### src/hdl/lcd4_pkg.sv
// lcd4_pkg: shared types, request codes and the init command rom
// for the 4-bit character lcd interface; no dependencies
package lcd4_pkg;

  // request kinds
  localparam logic [1:0] KIND_DATA  = 2'd0;
  localparam logic [1:0] KIND_CMD   = 2'd1;
  localparam logic [1:0] KIND_SHIFT = 2'd2;
  localparam logic [1:0] KIND_INIT  = 2'd3;

  // configuration register indexes
  localparam logic [1:0] CFG_SETUP   = 2'd0;
  localparam logic [1:0] CFG_PULSE   = 2'd1;
  localparam logic [1:0] CFG_DIVIDER = 2'd2;

  // reset values of the timing registers
  localparam logic [15:0] SETUP_RESET   = 16'd16;
  localparam logic [15:0] PULSE_RESET   = 16'd8;
  localparam logic [15:0] DIVIDER_RESET = 16'd500;

  // cursor shift command and its right-direction bit
  localparam logic [7:0] SHIFT_CMD       = 8'h10;
  localparam logic [7:0] SHIFT_RIGHT_BIT = 8'h04;

  // hardware limits on shift repeats and rom slots
  localparam int SHIFT_CAP = 32;
  localparam int ROM_SLOTS = 8;

  // timer request from the sequencer
  typedef struct packed {
    logic        start;
    logic [15:0] target;
  } tmr_ctrl_t;

  // one finished nibble strobe offered to the output register
  typedef struct packed {
    logic       valid;
    logic [3:0] nibble;
    logic       rs;
    logic       last;
  } emit_t;

  // init command rom
  function automatic logic [7:0] init_rom(input logic [2:0] idx);
    logic [7:0] b;
    unique case (idx)
      3'd0:    b = 8'h02;
      3'd1:    b = 8'h28;
      3'd2:    b = 8'h0c;
      3'd3:    b = 8'h06;
      3'd4:    b = 8'h01;
      3'd5:    b = 8'h80;
      default: b = 8'h00;
    endcase
    return b;
  endfunction

endpackage

### src/hdl/lcd4_if.sv
// lcd4_if: valid/ready channel interfaces for requests and nibble beats
// no dependencies
interface lcd4_req_if;
  logic       valid;
  logic       ready;
  logic [1:0] kind;
  logic [7:0] value;
  logic [5:0] count;
  logic       direction;

  modport src (output valid, kind, value, count, direction, input ready);
  modport snk (input valid, kind, value, count, direction, output ready);
endinterface

interface lcd4_nib_if;
  logic       valid;
  logic       ready;
  logic [3:0] nibble;
  logic       register_select;
  logic       last;

  modport src (output valid, nibble, register_select, last, input ready);
  modport snk (input valid, nibble, register_select, last, output ready);
endinterface

### src/hdl/lcd_4bit_nibble_interface.sv
// lcd_4bit_nibble_interface: top level, timing registers, sequencer, timer, output register
// each nibble is timed on the tick timer, a setup interval and then a pulse interval
// requests are taken only while idle; an item sends two nibbles per byte, up to 64 nibbles;
// a zero-count shift sends nothing; a finished nibble waits until the output register is free
// output register lets the next nibble be timed while a beat waits to be taken
// reset: asynchronous active low; timing registers return to 16, 8 and 500, sequencer to idle
module lcd_4bit_nibble_interface #(
  parameter int MAX_SHIFT   = 32,
  parameter int INIT_LENGTH = 6
) (
  input  logic        clk_i,
  input  logic        rst_ni,
  lcd4_req_if.snk     req,
  lcd4_nib_if.src     nib,
  input  logic        cfg_we_i,
  input  logic [1:0]  cfg_idx_i,
  input  logic [15:0] cfg_data_i
);
  import lcd4_pkg::*;

  logic [15:0] setup_q, pulse_q, divider_q;
  tmr_ctrl_t   tmr_w;
  logic        tmr_done_w;
  emit_t       emit_w;
  logic        emit_ready_w;
  logic        out_valid_q;
  logic [3:0]  out_nibble_q;
  logic        out_rs_q;
  logic        out_last_q;

  // timing registers
  always_ff @(posedge clk_i or negedge rst_ni) begin
    if (!rst_ni) begin
      setup_q   <= SETUP_RESET;
      pulse_q   <= PULSE_RESET;
      divider_q <= DIVIDER_RESET;
    end else if (cfg_we_i) begin
      unique case (cfg_idx_i)
        CFG_SETUP:   setup_q   <= cfg_data_i;
        CFG_PULSE:   pulse_q   <= cfg_data_i;
        CFG_DIVIDER: divider_q <= cfg_data_i;
        default: ;
      endcase
    end
  end

  // shared tick timer
  lcd4_timer u_timer (
    .clk_i     (clk_i),
    .rst_ni    (rst_ni),
    .divider_i (divider_q),
    .ctrl_i    (tmr_w),
    .done_o    (tmr_done_w)
  );

  // request sequencer
  lcd4_seq #(
    .MAX_SHIFT   (MAX_SHIFT),
    .INIT_LENGTH (INIT_LENGTH)
  ) u_seq (
    .clk_i         (clk_i),
    .rst_ni        (rst_ni),
    .req           (req),
    .setup_ticks_i (setup_q),
    .pulse_ticks_i (pulse_q),
    .tmr_o         (tmr_w),
    .tmr_done_i    (tmr_done_w),
    .emit_o        (emit_w),
    .emit_ready_i  (emit_ready_w)
  );

  // output register, loads when empty or when its beat is taken
  assign emit_ready_w = !out_valid_q || nib.ready;

  always_ff @(posedge clk_i or negedge rst_ni) begin
    if (!rst_ni) begin
      out_valid_q <= 1'b0;
    end else if (emit_ready_w) begin
      out_valid_q <= emit_w.valid;
    end
  end

  always_ff @(posedge clk_i) begin
    if (emit_ready_w && emit_w.valid) begin
      out_nibble_q <= emit_w.nibble;
      out_rs_q     <= emit_w.rs;
      out_last_q   <= emit_w.last;
    end
  end

  assign nib.valid           = out_valid_q;
  assign nib.nibble          = out_nibble_q;
  assign nib.register_select = out_rs_q;
  assign nib.last            = out_last_q;

endmodule

### src/hdl/lcd4_timer.sv
// lcd4_timer: shared tick timer, clock divider plus tick counter
// depends on lcd4_pkg
module lcd4_timer (
  input  logic               clk_i,
  input  logic               rst_ni,
  input  logic [15:0]        divider_i,
  input  lcd4_pkg::tmr_ctrl_t ctrl_i,
  output logic               done_o
);
  import lcd4_pkg::*;

  logic        busy_q, busy_d;
  logic [15:0] div_q, div_d;
  logic [15:0] tick_q, tick_d;
  logic [15:0] target_q, target_d;
  logic        tick_w, end_w;

  // a tick ends when the divider wraps, the interval when the tick count reaches target
  assign tick_w = busy_q && ({1'b0, div_q} + 17'd1 >= {1'b0, divider_i});
  assign end_w  = tick_w && ({1'b0, tick_q} + 17'd1 >= {1'b0, target_q});
  assign done_o = end_w;

  // next state of the counters
  always_comb begin
    busy_d   = busy_q;
    div_d    = div_q;
    tick_d   = tick_q;
    target_d = target_q;
    if (ctrl_i.start) begin
      busy_d   = 1'b1;
      div_d    = '0;
      tick_d   = '0;
      target_d = ctrl_i.target;
    end else if (busy_q) begin
      if (tick_w) begin
        div_d = '0;
        if (end_w) begin
          busy_d = 1'b0;
          tick_d = '0;
        end else begin
          tick_d = tick_q + 16'd1;
        end
      end else begin
        div_d = div_q + 16'd1;
      end
    end
  end

  // counter registers
  always_ff @(posedge clk_i or negedge rst_ni) begin
    if (!rst_ni) begin
      busy_q   <= 1'b0;
      div_q    <= '0;
      tick_q   <= '0;
      target_q <= '0;
    end else begin
      busy_q   <= busy_d;
      div_q    <= div_d;
      tick_q   <= tick_d;
      target_q <= target_d;
    end
  end

endmodule

### src/hdl/lcd4_seq.sv
// lcd4_seq: request sequencer, walks bytes and nibbles and drives the shared timer
// depends on lcd4_pkg and lcd4_if
module lcd4_seq #(
  parameter int MAX_SHIFT   = 32,
  parameter int INIT_LENGTH = 6
) (
  input  logic                clk_i,
  input  logic                rst_ni,
  lcd4_req_if.snk             req,
  input  logic [15:0]         setup_ticks_i,
  input  logic [15:0]         pulse_ticks_i,
  output lcd4_pkg::tmr_ctrl_t tmr_o,
  input  logic                tmr_done_i,
  output lcd4_pkg::emit_t     emit_o,
  input  logic                emit_ready_i
);
  import lcd4_pkg::*;

  // repeat limits from parameters
  localparam int          CAP_I   = (MAX_SHIFT < SHIFT_CAP) ? MAX_SHIFT : SHIFT_CAP;
  localparam logic [5:0]  CAP     = 6'(CAP_I);
  localparam int          LEN_HI  = (INIT_LENGTH > ROM_SLOTS) ? ROM_SLOTS : INIT_LENGTH;
  localparam int          LEN_I   = (LEN_HI < 1) ? 1 : LEN_HI;
  localparam logic [5:0]  INIT_LEFT = 6'(LEN_I - 1);

  // sequencer states
  localparam logic [2:0] ST_IDLE   = 3'd0;
  localparam logic [2:0] ST_ARM    = 3'd1;
  localparam logic [2:0] ST_WSETUP = 3'd2;
  localparam logic [2:0] ST_WPULSE = 3'd3;
  localparam logic [2:0] ST_EMIT   = 3'd4;

  logic [2:0] state_q, state_d;
  logic [7:0] byte_q, byte_d;
  logic       rs_q, rs_d;
  logic       hi_q, hi_d;
  logic [5:0] left_q, left_d;
  logic [2:0] init_q, init_d;
  logic       is_init_q, is_init_d;
  logic [5:0] cnt_w;

  // saturated shift count
  assign cnt_w = (req.count > CAP) ? CAP : req.count;

  // sequencer next state
  always_comb begin
    state_d   = state_q;
    byte_d    = byte_q;
    rs_d      = rs_q;
    hi_d      = hi_q;
    left_d    = left_q;
    init_d    = init_q;
    is_init_d = is_init_q;
    req.ready = 1'b0;
    tmr_o     = '0;
    emit_o.valid  = 1'b0;
    emit_o.nibble = hi_q ? byte_q[7:4] : byte_q[3:0];
    emit_o.rs     = rs_q;
    emit_o.last   = !hi_q && (left_q == '0);
    unique case (state_q)
      ST_IDLE: begin
        req.ready = 1'b1;
        if (req.valid) begin
          hi_d      = 1'b1;
          init_d    = '0;
          is_init_d = 1'b0;
          left_d    = '0;
          state_d   = ST_ARM;
          unique case (req.kind)
            KIND_DATA: begin
              byte_d = req.value;
              rs_d   = 1'b1;
            end
            KIND_CMD: begin
              byte_d = req.value;
              rs_d   = 1'b0;
            end
            KIND_SHIFT: begin
              byte_d = SHIFT_CMD | (req.direction ? SHIFT_RIGHT_BIT : 8'h00);
              rs_d   = 1'b0;
              left_d = cnt_w - 6'd1;
              // a zero count sends nothing
              if (cnt_w == '0) begin
                state_d = ST_IDLE;
                left_d  = '0;
              end
            end
            default: begin
              byte_d    = init_rom(3'd0);
              rs_d      = 1'b0;
              left_d    = INIT_LEFT;
              is_init_d = 1'b1;
            end
          endcase
        end
      end
      ST_ARM: begin
        tmr_o.start  = 1'b1;
        tmr_o.target = setup_ticks_i;
        state_d      = ST_WSETUP;
      end
      ST_WSETUP: begin
        if (tmr_done_i) begin
          tmr_o.start  = 1'b1;
          tmr_o.target = pulse_ticks_i;
          state_d      = ST_WPULSE;
        end
      end
      ST_WPULSE: begin
        if (tmr_done_i) begin
          state_d = ST_EMIT;
        end
      end
      ST_EMIT: begin
        emit_o.valid = 1'b1;
        if (emit_ready_i) begin
          if (hi_q) begin
            hi_d    = 1'b0;
            state_d = ST_ARM;
          end else if (left_q == '0) begin
            init_d    = '0;
            is_init_d = 1'b0;
            state_d   = ST_IDLE;
          end else begin
            left_d  = left_q - 6'd1;
            init_d  = init_q + 3'd1;
            byte_d  = is_init_q ? init_rom(init_q + 3'd1) : byte_q;
            hi_d    = 1'b1;
            state_d = ST_ARM;
          end
        end
      end
      default: begin
        state_d = ST_IDLE;
      end
    endcase
  end

  // sequencer registers
  always_ff @(posedge clk_i or negedge rst_ni) begin
    if (!rst_ni) begin
      state_q   <= ST_IDLE;
      byte_q    <= '0;
      rs_q      <= 1'b0;
      hi_q      <= 1'b1;
      left_q    <= '0;
      init_q    <= '0;
      is_init_q <= 1'b0;
    end else begin
      state_q   <= state_d;
      byte_q    <= byte_d;
      rs_q      <= rs_d;
      hi_q      <= hi_d;
      left_q    <= left_d;
      init_q    <= init_d;
      is_init_q <= is_init_d;
    end
  end

endmodule

### src/flat_wrapper.sv
// flat-port wrapper written by rule: the top's interface ports become plain ports
module lcd_4bit_nibble_interface_flat import lcd4_pkg::*;
#(
  parameter int MAX_SHIFT   = 32,
  parameter int INIT_LENGTH = 6
)
  (clk_i, rst_ni, cfg_we_i, cfg_idx_i, cfg_data_i, req_valid, req_kind, req_value, req_count, req_direction, req_ready, nib_valid, nib_nibble, nib_register_select, nib_last, nib_ready);
  lcd4_req_if req_i ();
  lcd4_nib_if nib_i ();
  input  logic clk_i;
  input  logic rst_ni;
  input  logic cfg_we_i;
  input  logic [1:0] cfg_idx_i;
  input  logic [15:0] cfg_data_i;
  input wire logic [$bits(req_i.valid)-1:0] req_valid;
  input wire logic [$bits(req_i.kind)-1:0] req_kind;
  input wire logic [$bits(req_i.value)-1:0] req_value;
  input wire logic [$bits(req_i.count)-1:0] req_count;
  input wire logic [$bits(req_i.direction)-1:0] req_direction;
  output wire logic [$bits(req_i.ready)-1:0] req_ready;
  output wire logic [$bits(nib_i.valid)-1:0] nib_valid;
  output wire logic [$bits(nib_i.nibble)-1:0] nib_nibble;
  output wire logic [$bits(nib_i.register_select)-1:0] nib_register_select;
  output wire logic [$bits(nib_i.last)-1:0] nib_last;
  input wire logic [$bits(nib_i.ready)-1:0] nib_ready;
  assign req_i.valid = req_valid;
  assign req_i.kind = req_kind;
  assign req_i.value = req_value;
  assign req_i.count = req_count;
  assign req_i.direction = req_direction;
  assign req_ready = req_i.ready;
  assign nib_valid = nib_i.valid;
  assign nib_nibble = nib_i.nibble;
  assign nib_register_select = nib_i.register_select;
  assign nib_last = nib_i.last;
  assign nib_i.ready = nib_ready;
  lcd_4bit_nibble_interface #(.MAX_SHIFT(MAX_SHIFT), .INIT_LENGTH(INIT_LENGTH)) u_core (.clk_i(clk_i), .rst_ni(rst_ni), .req(req_i), .nib(nib_i), .cfg_we_i(cfg_we_i), .cfg_idx_i(cfg_idx_i), .cfg_data_i(cfg_data_i));
endmodule
### config.mk
export PLATFORM = sky130hd
export DESIGN_NAME = lcd_4bit_nibble_interface_flat
export DESIGN_NICKNAME = d
export VERILOG_FILES = /design/src/hdl/lcd4_pkg.sv /design/src/hdl/lcd4_if.sv /design/src/hdl/lcd_4bit_nibble_interface.sv /design/src/hdl/lcd4_timer.sv /design/src/hdl/lcd4_seq.sv /design/src/flat_wrapper.sv
export SDC_FILE = /design/constraint.sdc
export NUM_CORES = 1
export LEC_CHECK = 0
export ABC_CLOCK_PERIOD_IN_PS = 11200
export BUFFER_PORTS_ARGS = -buffer_cell sky130_fd_sc_hd__buf_4
export CAP_MARGIN = 20
export CORE_AREA = 2 2 103 179
export DETAILED_ROUTE_END_ITERATION = 8
export DIE_AREA = 0 0 105 181
export SYNTH_ARGS = -nofsm -noshare
export SYNTH_HDL_FRONTEND = slang
export SYNTH_SLANG_ARGS = --single-unit
### constraint.sdc
create_clock -name clk_i -period 11.2 [get_ports clk_i]
set_input_delay 1.12 -clock clk_i [delete_from_list [all_inputs] [get_ports clk_i]]
set_output_delay 1.12 -clock clk_i [all_outputs]
set_load 0.01 [all_outputs]
Word level (Yosys, flattened, before mapping)
Index checks and enable logic that the tools add are counted.
{"block": "classes", "add_sub_neg": 7, "n_lt_le_gt_ge": 3, "n_eq_ne": 21, "n_mux": 59, "n_reduce_logical": 29}
{"op": "16-bit 2-to-1 mux", "n": 7}
{"op": "8-bit case mux with 6 select lines", "n": 1}
{"op": "8-bit 2-to-1 mux", "n": 5}
{"op": "6-bit 2-to-1 mux", "n": 6}
{"op": "16-bit by 1-bit adder with 17-bit output (second input constant)", "n": 2}
{"op": "17-bit by 16-bit >= comparator with 1-bit output", "n": 2}
{"op": "17-bit case mux with 2 select lines", "n": 1}
{"op": "16-bit by 1-bit adder with 16-bit output (second input constant)", "n": 2}
{"op": "8-bit case mux with 2 select lines", "n": 2}
{"op": "3-bit 2-to-1 mux", "n": 9}
{"op": "6-bit case mux with 2 select lines", "n": 2}
{"op": "1-bit 2-to-1 mux", "n": 20}
{"op": "17-bit 2-to-1 mux", "n": 1}
{"op": "3-bit case mux with 5 select lines", "n": 1}
{"op": "3-bit by 2-bit == test with 1-bit output (second input constant)", "n": 4}
{"op": "6-bit logical NOT", "n": 2}
{"op": "6-bit by 1-bit subtractor with 6-bit output (second input constant)", "n": 2}
{"op": "2-bit inequality test (second input constant)", "n": 5}
{"op": "2-bit AND reduction", "n": 5}
{"op": "5-bit AND reduction", "n": 2}
{"op": "3-bit == test (second input constant)", "n": 3}
{"op": "4-bit AND reduction", "n": 2}
{"op": "3-bit by 1-bit == test with 1-bit output (second input constant)", "n": 2}
{"op": "6-bit greater-than comparator (second input constant)", "n": 1}
{"op": "17 further kinds", "n": 30}
{"block": "totals", "ff_bits": 127, "in_bits": 40, "out_inout_bits": 8}

Depth between registers and ports, before layout
Gate-level depths: netlist of run 1.
{"block": "depth", "ltp_word": 8, "ltp_mapped": 17, "ltp_nobuf": 14}

Cells and area by module
Synthesis of run 1 repeated with hierarchy kept, for this count alone.
{"block": "hier_totals", "cells_unflattened": 711, "area_unflattened_um2": 7334.5}
{"module": "lcd4_timer", "n_inst": 1, "cells_each": 399, "area_each_um2": 3468.3, "seq_area_each_um2": 1226.2}
{"module": "lcd_4bit_nibble_interface", "n_inst": 1, "cells_each": 112, "area_each_um2": 2049.5, "seq_area_each_um2": 1416.4}
{"module": "lcd4_seq", "n_inst": 1, "cells_each": 200, "area_each_um2": 1816.7, "seq_area_each_um2": 576.8}

Worst setup path before layout of run 1
Ideal clock, no wire load.
{"block": "synth_timing", "path_type": "flip-flop to flip-flop", "startpoint": "register u_core.u_timer.div_q[0]", "endpoint": "register u_core.u_timer.div_q[11]", "arrival_time_ns": 3.685, "t_required_ns": 11.118, "setup_slack_ns": 7.434, "path_stages_with_launch": 18, "n_path_buf": 3, "synth_period_minus_slack_ns": 3.766, "cell_sequence": "dfrtp_1 -> ha_1 -> and4_4 -> nand4_4 -> or2_1 -> buf_6 -> nor2_1 -> xor2_1 -> ha_1 -> nand3_1 -> nor3_1 -> a211oi_1 -> o211ai_4 -> nor3_1 -> clkbuf_1 -> buf_1 -> nand2_1 -> a31oi_1"}
{"block": "synth_via", "elab_chain_cells": 7, "elab_cells_between_ends": 11}
{"item": "start, declared", "line": "lcd4_timer.sv:13", "text": "logic [15:0] div_q, div_d;"}
{"item": "start signal, assigned", "line": "lcd4_timer.sv:58", "text": "div_q <= div_d;"}
{"item": "16-bit by 1-bit adder with 17-bit output", "line": "lcd4_timer.sv:19", "text": "assign tick_w = busy_q && ({1'b0, div_q} + 17'd1 >= {1'b0, divider_i});"}
{"item": "17-bit by 16-bit >= comparator with 1-bit output", "line": "lcd4_timer.sv:19"}
{"item": "1-bit logical AND", "line": "lcd4_timer.sv:19"}
{"item": "1-bit logical AND", "line": "lcd4_timer.sv:20", "text": "assign end_w = tick_w && ({1'b0, tick_q} + 17'd1 >= {1'b0, target_q});"}
{"item": "17-bit 2-to-1 mux", "line": "lcd4_seq.sv:103", "text": "if (tmr_done_i) begin"}
{"item": "17-bit case mux with 2 select lines", "line": "lcd4_seq.sv:60", "text": "unique case (state_q)"}
{"item": "16-bit 2-to-1 mux / 2-bit nonzero test (equally long branches)"}
Several ways; a longest one is shown, not always the timed one. The select of a mux whose other input is x is not followed.
A chain may end at the register's enable or synchronous reset.

Worst setup path after layout of run 1
{"block": "layout_timing", "startpoint": "register u_core.u_timer.div_q[2]", "endpoint": "register u_core.u_timer.tick_q[11]"}
{"block": "layout_via", "elab_chain_cells": 8, "elab_cells_between_ends": 13}
{"item": "16-bit by 1-bit adder with 17-bit output *", "line": "lcd4_timer.sv:19"}
{"item": "17-bit by 16-bit >= comparator with 1-bit output *", "line": "lcd4_timer.sv:19"}
{"item": "1-bit logical AND *", "line": "lcd4_timer.sv:19"}
{"item": "1-bit logical AND", "line": "lcd4_timer.sv:20"}
{"item": "17-bit 2-to-1 mux / 16-bit 2-to-1 mux (equally long branches)", "line": "lcd4_seq.sv:103, lcd4_timer.sv:37"}
{"item": "17-bit case mux with 2 select lines / 16-bit 2-to-1 mux (equally long branches)", "line": "lcd4_seq.sv:60, lcd4_timer.sv:35"}
{"item": "2-bit nonzero test (no source line) / 16-bit 2-to-1 mux (equally long branches)"}
{"item": "2-bit AND reduction (no source line) / 16-bit 2-to-1 mux (equally long branches)"}
{"item": "end signal, assigned", "line": "lcd4_timer.sv:59", "text": "tick_q <= tick_d;"}
{"item": "end, declared", "line": "lcd4_timer.sv:14", "text": "logic [15:0] tick_q, tick_d;"}
Every way passes the cells marked *; elsewhere a longest branch is shown, timed or not. The select of a mux whose other input is x is not followed.

==> summary.txt, run 1 <==
Clock network
  • Post-CTS setup buffers: 0
  • Clock transition at the registers of the reported paths: 0.06 ns
  • Hold Buf Count CTS: 0
  • CTS Buf Count: 17
  • Clock Path Buffers: 2
  • Root buffer cell: clkbuf_16
  • Worst skew pair latency: around 0.42 ns
  • Htree depth: 4
  • Post-CTS Resized: 0
  • CTS Sinks: between 100 and 150
  • CTS tree: yes

STA
  • Final setup fails: 0
  • Setup ws final: 6.86 ns
  • Slew Limit Fails: 0
  • Unrepaired setup endpoints after global routing: no
  • Minimum clock period: 4.34 ns
  • Final hold violations: 0
  • Fin crit share: 0.388
  • Max-slew headroom: 0.360
  • Worst-margin pin slew: about 0.96 ns
  • Max Fclk: 230 MHz
  • Setup TNS: 0 ns
  • Clock Skews: ~0.0073 ns

Critical path
  • Max incr delay on CP: just under 0.6 ns
  • Required @ worst endpoint: approximately 12 ns
  • Worst path cell trace: nand3_1 -> nor2_1 -> and3_1 -> nand3_1 -> nor3_1 -> xor2_1 -> ha_1 -> nand3_1 -> nor3_1 -> a211oi_1 -> o211ai_4 -> o21ai_0 -> nor2_2 -> a32o_1
  • Reg2Reg Depth: 14
  • CP endpoint kind: register
  • Reg-to-reg startpoint: u_core.u_timer.div_q[2]
  • Reg-to-reg endpoint: u_core.u_timer.tick_q[11]
  • FF-to-FF setup slack: 6.86 ns
  • Most used cell, CP: nand3_1
  • CP Launch Type: register
  • CP Max Fanout: 15
  • Critical Path AT: roughly 4.7 ns
  • Slowest stage cell, crit path: o21ai_0
  • Worst Path Class, Setup: register to register

Yosys
  • Post-synthesis average cell area: 10.7 um2
  • Seq/Total Area, Yosys: 0.468
  • Gate Count Post-Synth: 644
  • Flops & latches, synth: approximately 130
  • Synth warn: 0
  • Synth Flop Type: dfrtp_1
  • Area leader, netlist: dfrtp_1
  • Share of the synthesized area in the top cell type: 0.408
  • Syn Nets: 726
  • Ys async rst share: 0.953
  • Synth area leaders: dfrtp_1 41%, mux2_2 8.7%, ha_1 7.6%
  • Post-synth EDFFs: 6
  • Netlist cell types: 59
  • Synth Cell Area: approximately 7000 um2

Floorplanning
  • Io pins: 48
  • Die area: 19000 um2
  • Die span in y: 181 um
  • Die Wd: 105 um
  • Rows: 64
  • Starting Density: 0.394
  • CORE AREA: around 17000 um2

Hold path
  • Hold path startpoint: u_core.u_seq.rs_q
  • Hold Path Class: register to register
  • Hold depth: 0
  • WHS Endpoint: u_core.nib.register_select

Place
  • DP Cell Count: 904
  • GP Congestion: 0.862
  • Post-DP HPWL: approximately 12000 um
  • PortBufs: 47
  • Pre-CTS setup slack: 7.01 ns

Routing
  • Vias/cell: roughly 5.4
  • DRC: 0
  • Drt wl/cell: between 15 and 20 um
  • Vias: about 5000
  • ANT nets after route: 0
  • Pre-Repair DR Iteration Count: 5
  • Detailed Route Iter0 Violations: 238
  • Routed Wire Length: 15600 um

Power
  • Lkg Pwr: 0.00366 uW
  • Max IR drop VDD: about 0.11 mV
  • Pwr/cell area: 181 nW/um2

Status
  • Status: completed

Global route
  • Initial antenna violation count: 0
  • Pin count of the biggest net entering global routing: 75
  • Total GRT Usage: 0.173
  • Vias in the first global route: roughly 5300
  • Gr ovfl total: 0
  • First-pass GRT wire length: around 26000 um

Finish
  • Diode count: 0
  • Final Util: 0.466
  • FILL cells: 1663
  • # nets final: 774
  • Area Overhead vs Synth: 18.4%
  • Layout Cells excl Fill: 936
  • Layout cells sized above 1: 0.221

Flow run
  • Max-Cap Viols: 0
## worst max path at each step
| stage | depth (start not counted) | endpoint | startpoint | slack [ns] |
|---|---|---|---|---|
| after CTS | 14 | u_core.u_timer.tick_q[11] | u_core.u_timer.div_q[2] | 6.91 |
| after detailed placement | 14 | u_core.u_timer.tick_q[11] | u_core.u_timer.div_q[2] | 7.01 |
| after floorplan | 17 | u_core.u_timer.div_q[11] | u_core.u_timer.div_q[0] | 7.43 |
| final | 14 | u_core.u_timer.tick_q[11] | u_core.u_timer.div_q[2] | 6.86 |
| after global routing | 14 | u_core.u_timer.tick_q[11] | u_core.u_timer.div_q[2] | 6.57 |
| after global placement | 14 | u_core.u_timer.div_q[5] | u_core.u_timer.div_q[2] | 6.87 |
## layout make-up
type / count / area, um2 / area share
flip-flops and latches: 127 / 3220 / 0.396
repair buffers: 51 / 387 / 0.0475
clock buffers: 19 / 454 / 0.0558
clock inverters: 13 / 231 / 0.0284
multi-input cells: 453 / 3400 / 0.418
inverters: 42 / 158 / 0.0194
well taps: 231 / 289 / 0.0355
## critical path: cells and delay by family (launching register included)
kind            cells  cell delay, ns
fa+ha+maj           1            0.28
flops               1            0.47
compound gates      4            1.52
simple gates        8            1.70
xor+xnor            1            0.25
## power breakdown
group / internal [uW] / switching (uW)
registers: 535 / 50.4
logic: 120 / 131
clock network: 431 / 206
total: 1090 / 387
## through the flow
step	area (um2)	power [uW]	hold WS (ns)
global placement	7440	825	0.443
CTS	8140	1490	0.450
global route	8140	1550	0.474
detailed placement	7450	844	0.437
finish	8140	1470	0.449
floorplan	6870	755	0.421
## cells in the final DEF (no fill, tap or decap), drive strengths merged, types with 4 or more instances in the layout
| master | count |
|---|---|
| dfstp | 9 |
| nand3 | 23 |
| nand2b | 9 |
| xor2 | 13 |
| nor3b | 4 |
| inv | 44 |
| a22o | 12 |
| a31oi | 9 |
| a21oi | 20 |
| or3 | 6 |
| nor3 | 18 |
| a221o | 16 |
| bufinv | 6 |
| dfrtp | 112 |
| and3 | 4 |
| edfxtp | 6 |
| nor4 | 5 |
| mux2 | 53 |
| nor2 | 32 |
| clkbuf | 19 |
| xnor2 | 18 |
| a32o | 14 |
| o21ai | 35 |
| nor2b | 5 |
| ha | 42 |
| nand4 | 9 |
| nand2 | 50 |
| and2 | 18 |
| buf | 51 |
## routing by layer
metal  routed length [um]  vias to the layer above  global-route usage
met5                    0                        -                   0
met4                  435                        0              0.0811
met3                  509                       28              0.0321
met2                 8700                      108               0.332
met1                 5930                     2511               0.176
li1                     -                     2444                   -
## synth_stat cells (2+ instances only)
| cell | number |
|---|---|
| clkbuf_1 | 16 |
| edfxtp_1 | 6 |
| o22a_1 | 2 |
| a221o_1 | 16 |
| or3_1 | 6 |
| inv_1 | 42 |
| a22oi_1 | 3 |
| and3_1 | 4 |
| xnor2_1 | 18 |
| nand4_1 | 8 |
| mux2i_1 | 2 |
| a32o_1 | 14 |
| mux2_2 | 53 |
| a22o_1 | 12 |
| nor3_1 | 18 |
| and2_1 | 18 |
| dfstp_2 | 9 |
| nand3b_1 | 3 |
| a31oi_1 | 9 |
| o21ai_0 | 34 |
| dfrtp_1 | 112 |
| nor4_1 | 5 |
| nor3b_1 | 4 |
| nand3_1 | 23 |
| a21oi_1 | 20 |
| buf_6 | 3 |
| nand2b_1 | 9 |
| a211oi_1 | 3 |
| xor2_1 | 13 |
| a21o_1 | 2 |
| o22ai_1 | 3 |
| nand2_1 | 50 |
| nor2_1 | 31 |
| or2_2 | 2 |
| ha_1 | 42 |
| and4_1 | 2 |
| nor2b_1 | 5 |
## state kept, by name, indices dropped and copies added, names as in the netlist, 3 cells and up
signal	cells
u_core.divider_q	16
u_core.nib.nibble	4
u_core.pulse_q	16
u_core.setup_q	16
u_core.u_seq.byte_q	8
u_core.u_seq.init_q	3
u_core.u_seq.left_q	6
u_core.u_seq.state_q	3
u_core.u_timer.div_q	16
u_core.u_timer.target_q	16
u_core.u_timer.tick_q	16
## kinds of logic (layout without fill, tap and decap cells)
kind of cell,after synthesis,after routing,synth area share
fa+ha+maj,42,42,0.0765
buf+inv,64,125,0.0390
mux,55,55,0.0898
compound gates,133,133,0.144
flops,127,127,0.468
simple gates,192,192,0.143
xor+xnor,31,31,0.0395
Note: power is estimated with default switching activity, not from simulation.
==> run 2: changes to the inputs <==
- ABC_AREA: not set -> 1
- ABC_CLOCK_PERIOD_IN_PS: 11200 -> 3550
- CORE_AREA: 2 2 103 179 -> 2 2 105 184
- DIE_AREA: 0 0 105 181 -> 0 0 107 186
- clock period: 11.2 -> 3.55 ns (I/O delays scaled with it)
==> run 2 against run 1 <==
  * Non-clock buffer count increased by 7
  * Cell area increased by 4.8%
  * Synthesized area increased by 5.8%
  * Count of clock-buffer cells in the layout increased by 2
  * Utilization decreased by 0.29 points
  * Worst hold slack got worse by 0.32 ns
  * Clock skew increased by 0.0011 ns
  * Critical path depth increased by 7
  * Sequential power increased to 3.5 times the previous value
  * Die area increased by 4.7%
==> summary.txt, run 2 <==
Yosys
  • Ys async rst share: 0.953
  • Share of the synthesized area in the top cell type: 0.386
  • Synth Cell Area: 7270 um2
  • Post-synthesis average cell area: 8.15 um2
  • Top-count cell post-synth: nand2_1
  • Gate Count Post-Synth: ~890
  • Netlist cell types: 50
  • Seq/Total Area, Yosys: 0.443
  • Flops & latches, synth: 127
  • Synth area leaders: dfrtp_1 39%, nand2_1 11%, ha_1 7.2%
  • Post-synth EDFFs: 6
  • Synth warn: 0
  • Leading cell types by count after synthesis: 211 x nand2_1, 137 x inv_1, 112 x dfrtp_1, 91 x o21ai_0, 59 x nand3_1
  • Synth Flop Type: dfrtp_1
  • Area leader, netlist: dfrtp_1
  • Syn Nets: 974

Critical path
  • Worst path cell trace: nand3_1 -> nor2_1 -> nand4_1 -> nor2_2 -> nand2_1 -> nor3_1 -> xor2_1 -> inv_1 -> ha_1 -> nand2_1 -> a21oi_1 -> o21ai_0 -> nand2_1 -> nor2_1 -> nand3_1 -> nand2_2 -> o31ai_4 -> nor2_2 -> buf_12 -> nand2_1 -> o21ai_0
  • Max incr delay on CP: around 0.40 ns
  • Worst Path Class, Setup: register to register
  • Slowest stage cell, crit path: dfrtp_1
  • Critical Path AT: 3.52 ns
  • CP Max Fanout: 16
  • CP endpoint kind: register
  • Required @ worst endpoint: 3.87 ns
  • CP Launch Type: register
  • Most used cell, CP: nand2_1

Floorplanning
  • Rows: 66
  • Io pins: 48
  • CORE AREA: 18400 um2
  • Die area: 19900 um2
  • Die span in y: 186 um
  • Die Wd: 107 um
  • Starting Density: 0.395

Clock network
  • Htree depth: 4
  • Root buffer cell: clkbuf_16
  • CTS Buf Count: 17
  • Worst skew pair latency: between 0.4 and 0.5 ns
  • CTS Sinks: roughly 130
  • Clock Path Buffers: 2
  • Clock transition at the registers of the reported paths: 0.06 ns
  • CTS tree: yes
  • Post-CTS setup buffers: 0

STA
  • Final hold violations: 0
  • Slew Limit Fails: 0
  • Setup ws final: 0.347 ns
  • Final setup fails: 0
  • Fin crit share: 0.902
  • Minimum clock period: about 3.2 ns
  • Clock Skews: 0.00841 ns
  • Worst-margin pin slew: 0.945 ns
  • Unrepaired setup endpoints after global routing: no
  • Max-slew headroom: 0.369
  • Setup TNS: 0 ns
  • Max Fclk: around 310 MHz

Global route
  • Pin count of the biggest net entering global routing: 82
  • Vias in the first global route: between 5000 and 6000
  • First-pass GRT wire length: 28300 um
  • Gr ovfl total: 0
  • Initial antenna violation count: 0
  • Total GRT Usage: 0.179

Routing
  • Drt wl/cell: 14.1 um
  • ANT nets after route: 0
  • Detailed Route Iter0 Violations: 298
  • Met3 wire length: 256 um
  • DRT met1 WL: approximately 6900 um
  • Routed Wire Length: 16800 um
  • Met2 Routed Length: 9370 um
  • Vias: roughly 5800
  • DR top layer: met4
  • Pre-Repair DR Iteration Count: 4
  • DRC: 0
  • Vias/cell: 4.86

Power
  • Pint: 3690 uW
  • Logic pwr share: 0.280
  • Sw Pwr: 1840 uW
  • Max IR drop VDD: 0.382 mV
  • Total Power: 5530 uW
  • Lkg Pwr: between 0.004 and 0.005 uW
  • Switching share of power: 0.333
  • Pwr/cell area: 648 nW/um2
  • Clock power frac: 0.356
  • Share of power burned in registers: 0.365

Finish
  • Commonest non-fill, non-tap cell in the layout: nand2_1
  • FILL cells: 1815
  • Commonest cells after routing, fill and taps aside: 211 x nand2_1, 137 x inv_1, 112 x dfrtp_1
  • # nets final: 1024
  • Final Util: 0.463
  • Diode count: 0
  • Area Overhead vs Synth: 17.4%
  • Layout cells sized above 1: 0.136

Status
  • Status: completed

Hold path
  • Hold Path Class: input port to register

Flow run
  • Max-Cap Viols: 0

Place
  • GP Congestion: 0.856
  • Post-DP HPWL: between 10000 and 15000 um
  • PortBufs: 47
  • Pre-CTS setup slack: 0.197 ns
==> run 2: changes by cell type after synthesis, sizes merged, moves of 10 or more <==
cell	before	now
nand4	9	37
a22o	12	0
a221o	16	0
nand2	50	219
inv	42	142
mux2	53	0
xnor2	18	8
and2	18	1
a32o	14	0
o21ai	35	97
nor2	32	43
nand3	23	64
==> run 2: layout make-up <==
class / count / area, um2 / share of cell area
Sequential cell: 127 / 3220 / 0.377
Timing Repair Buffer: 58 / 470 / 0.0551
Clock inverter: 11 / 211 / 0.0248
Inverter: 144 / 546 / 0.0639
Clock buffer: 21 / 450 / 0.0528
Multi-Input combinational cell: 594 / 3340 / 0.391
Tap cell: 238 / 298 / 0.0349
==> run 2: logic make-up (layout without fill, tap and decap cells) <==
kind of cell / after synthesis / in the layout / share of synthesized area
AOI/OAI and AO/OA: 139 / 139 / 0.107
xor gates and xnor gates: 30 / 30 / 0.0362
adders and majority gates: 42 / 42 / 0.0723
buffers and inverters: 171 / 234 / 0.0995
DFF: 127 / 127 / 0.443
and+or+nand+nor: 383 / 383 / 0.242
==> run 2: routing by layer <==
layer  up-vias  track usage
met4         0       0.0587
met5         -            0
li1       3007            -
met2        54        0.345
met1      2720        0.200
met3        22       0.0249
==> run 2: power by group through the flow <==
stage / Clock (uW) / Combinational [uW] / Sequential, uW
floorplan: 0 / 1140 / 1970
global placement: 0 / 1530 / 2020
detailed placement: 0 / 1550 / 2040
CTS: 2000 / 1560 / 2010
global route: 2060 / 1780 / 2060
finish: 1970 / 1550 / 2020
==> run 2: stage by stage <==
step,hold WS [ns],instance area [um2],cells
after detailed placement,0.383,7830,1159
after global placement,0.382,7830,1159
after CTS,0.116,8500,1192
final,0.127,8530,1193
after floorplan,0.0594,7270,892
after global routing,0.132,8530,1193
==> run 2: path summary, 6_finish.rpt <==
| check | startpoint | to | slack (ns) | cells past startpoint |
|---|---|---|---|---|
| setup / recovery | u_core.u_timer.div_q[2] | u_core.u_timer.div_q[13] | 0.35 | 21 |
| hold / removal | nib_ready | u_core.nib.valid | 0.13 | 2 |
| setup reg to reg | u_core.u_timer.div_q[2] | u_core.u_timer.div_q[13] | 0.35 | 21 |
| hold reg to reg | u_core.u_seq.rs_q | u_core.nib.register_select | 0.46 | 0 |
| max in group asynchronous | rst_ni | u_core.divider_q[8] | 2.20 | 3 |
| min in group asynchronous | rst_ni | u_core.u_seq.rs_q | 0.46 | 2 |
==> run 2: repair_timing <==
item,in CTS,in global routing
setup endpoints to repair,0,39
resized for setup,0,2
endpoints found under the hold margin,39,0
hold buffers,1,0
==> run 2: worst max-delay path: cells and delay by family (launching register included) <==
kind	cells	cell delay [ns]
flops	1	0.40
simple gates	13	1.64
compound gates	4	0.42
xor+xnor	1	0.16
buf+inv	2	0.23
fa+ha+maj	1	0.26
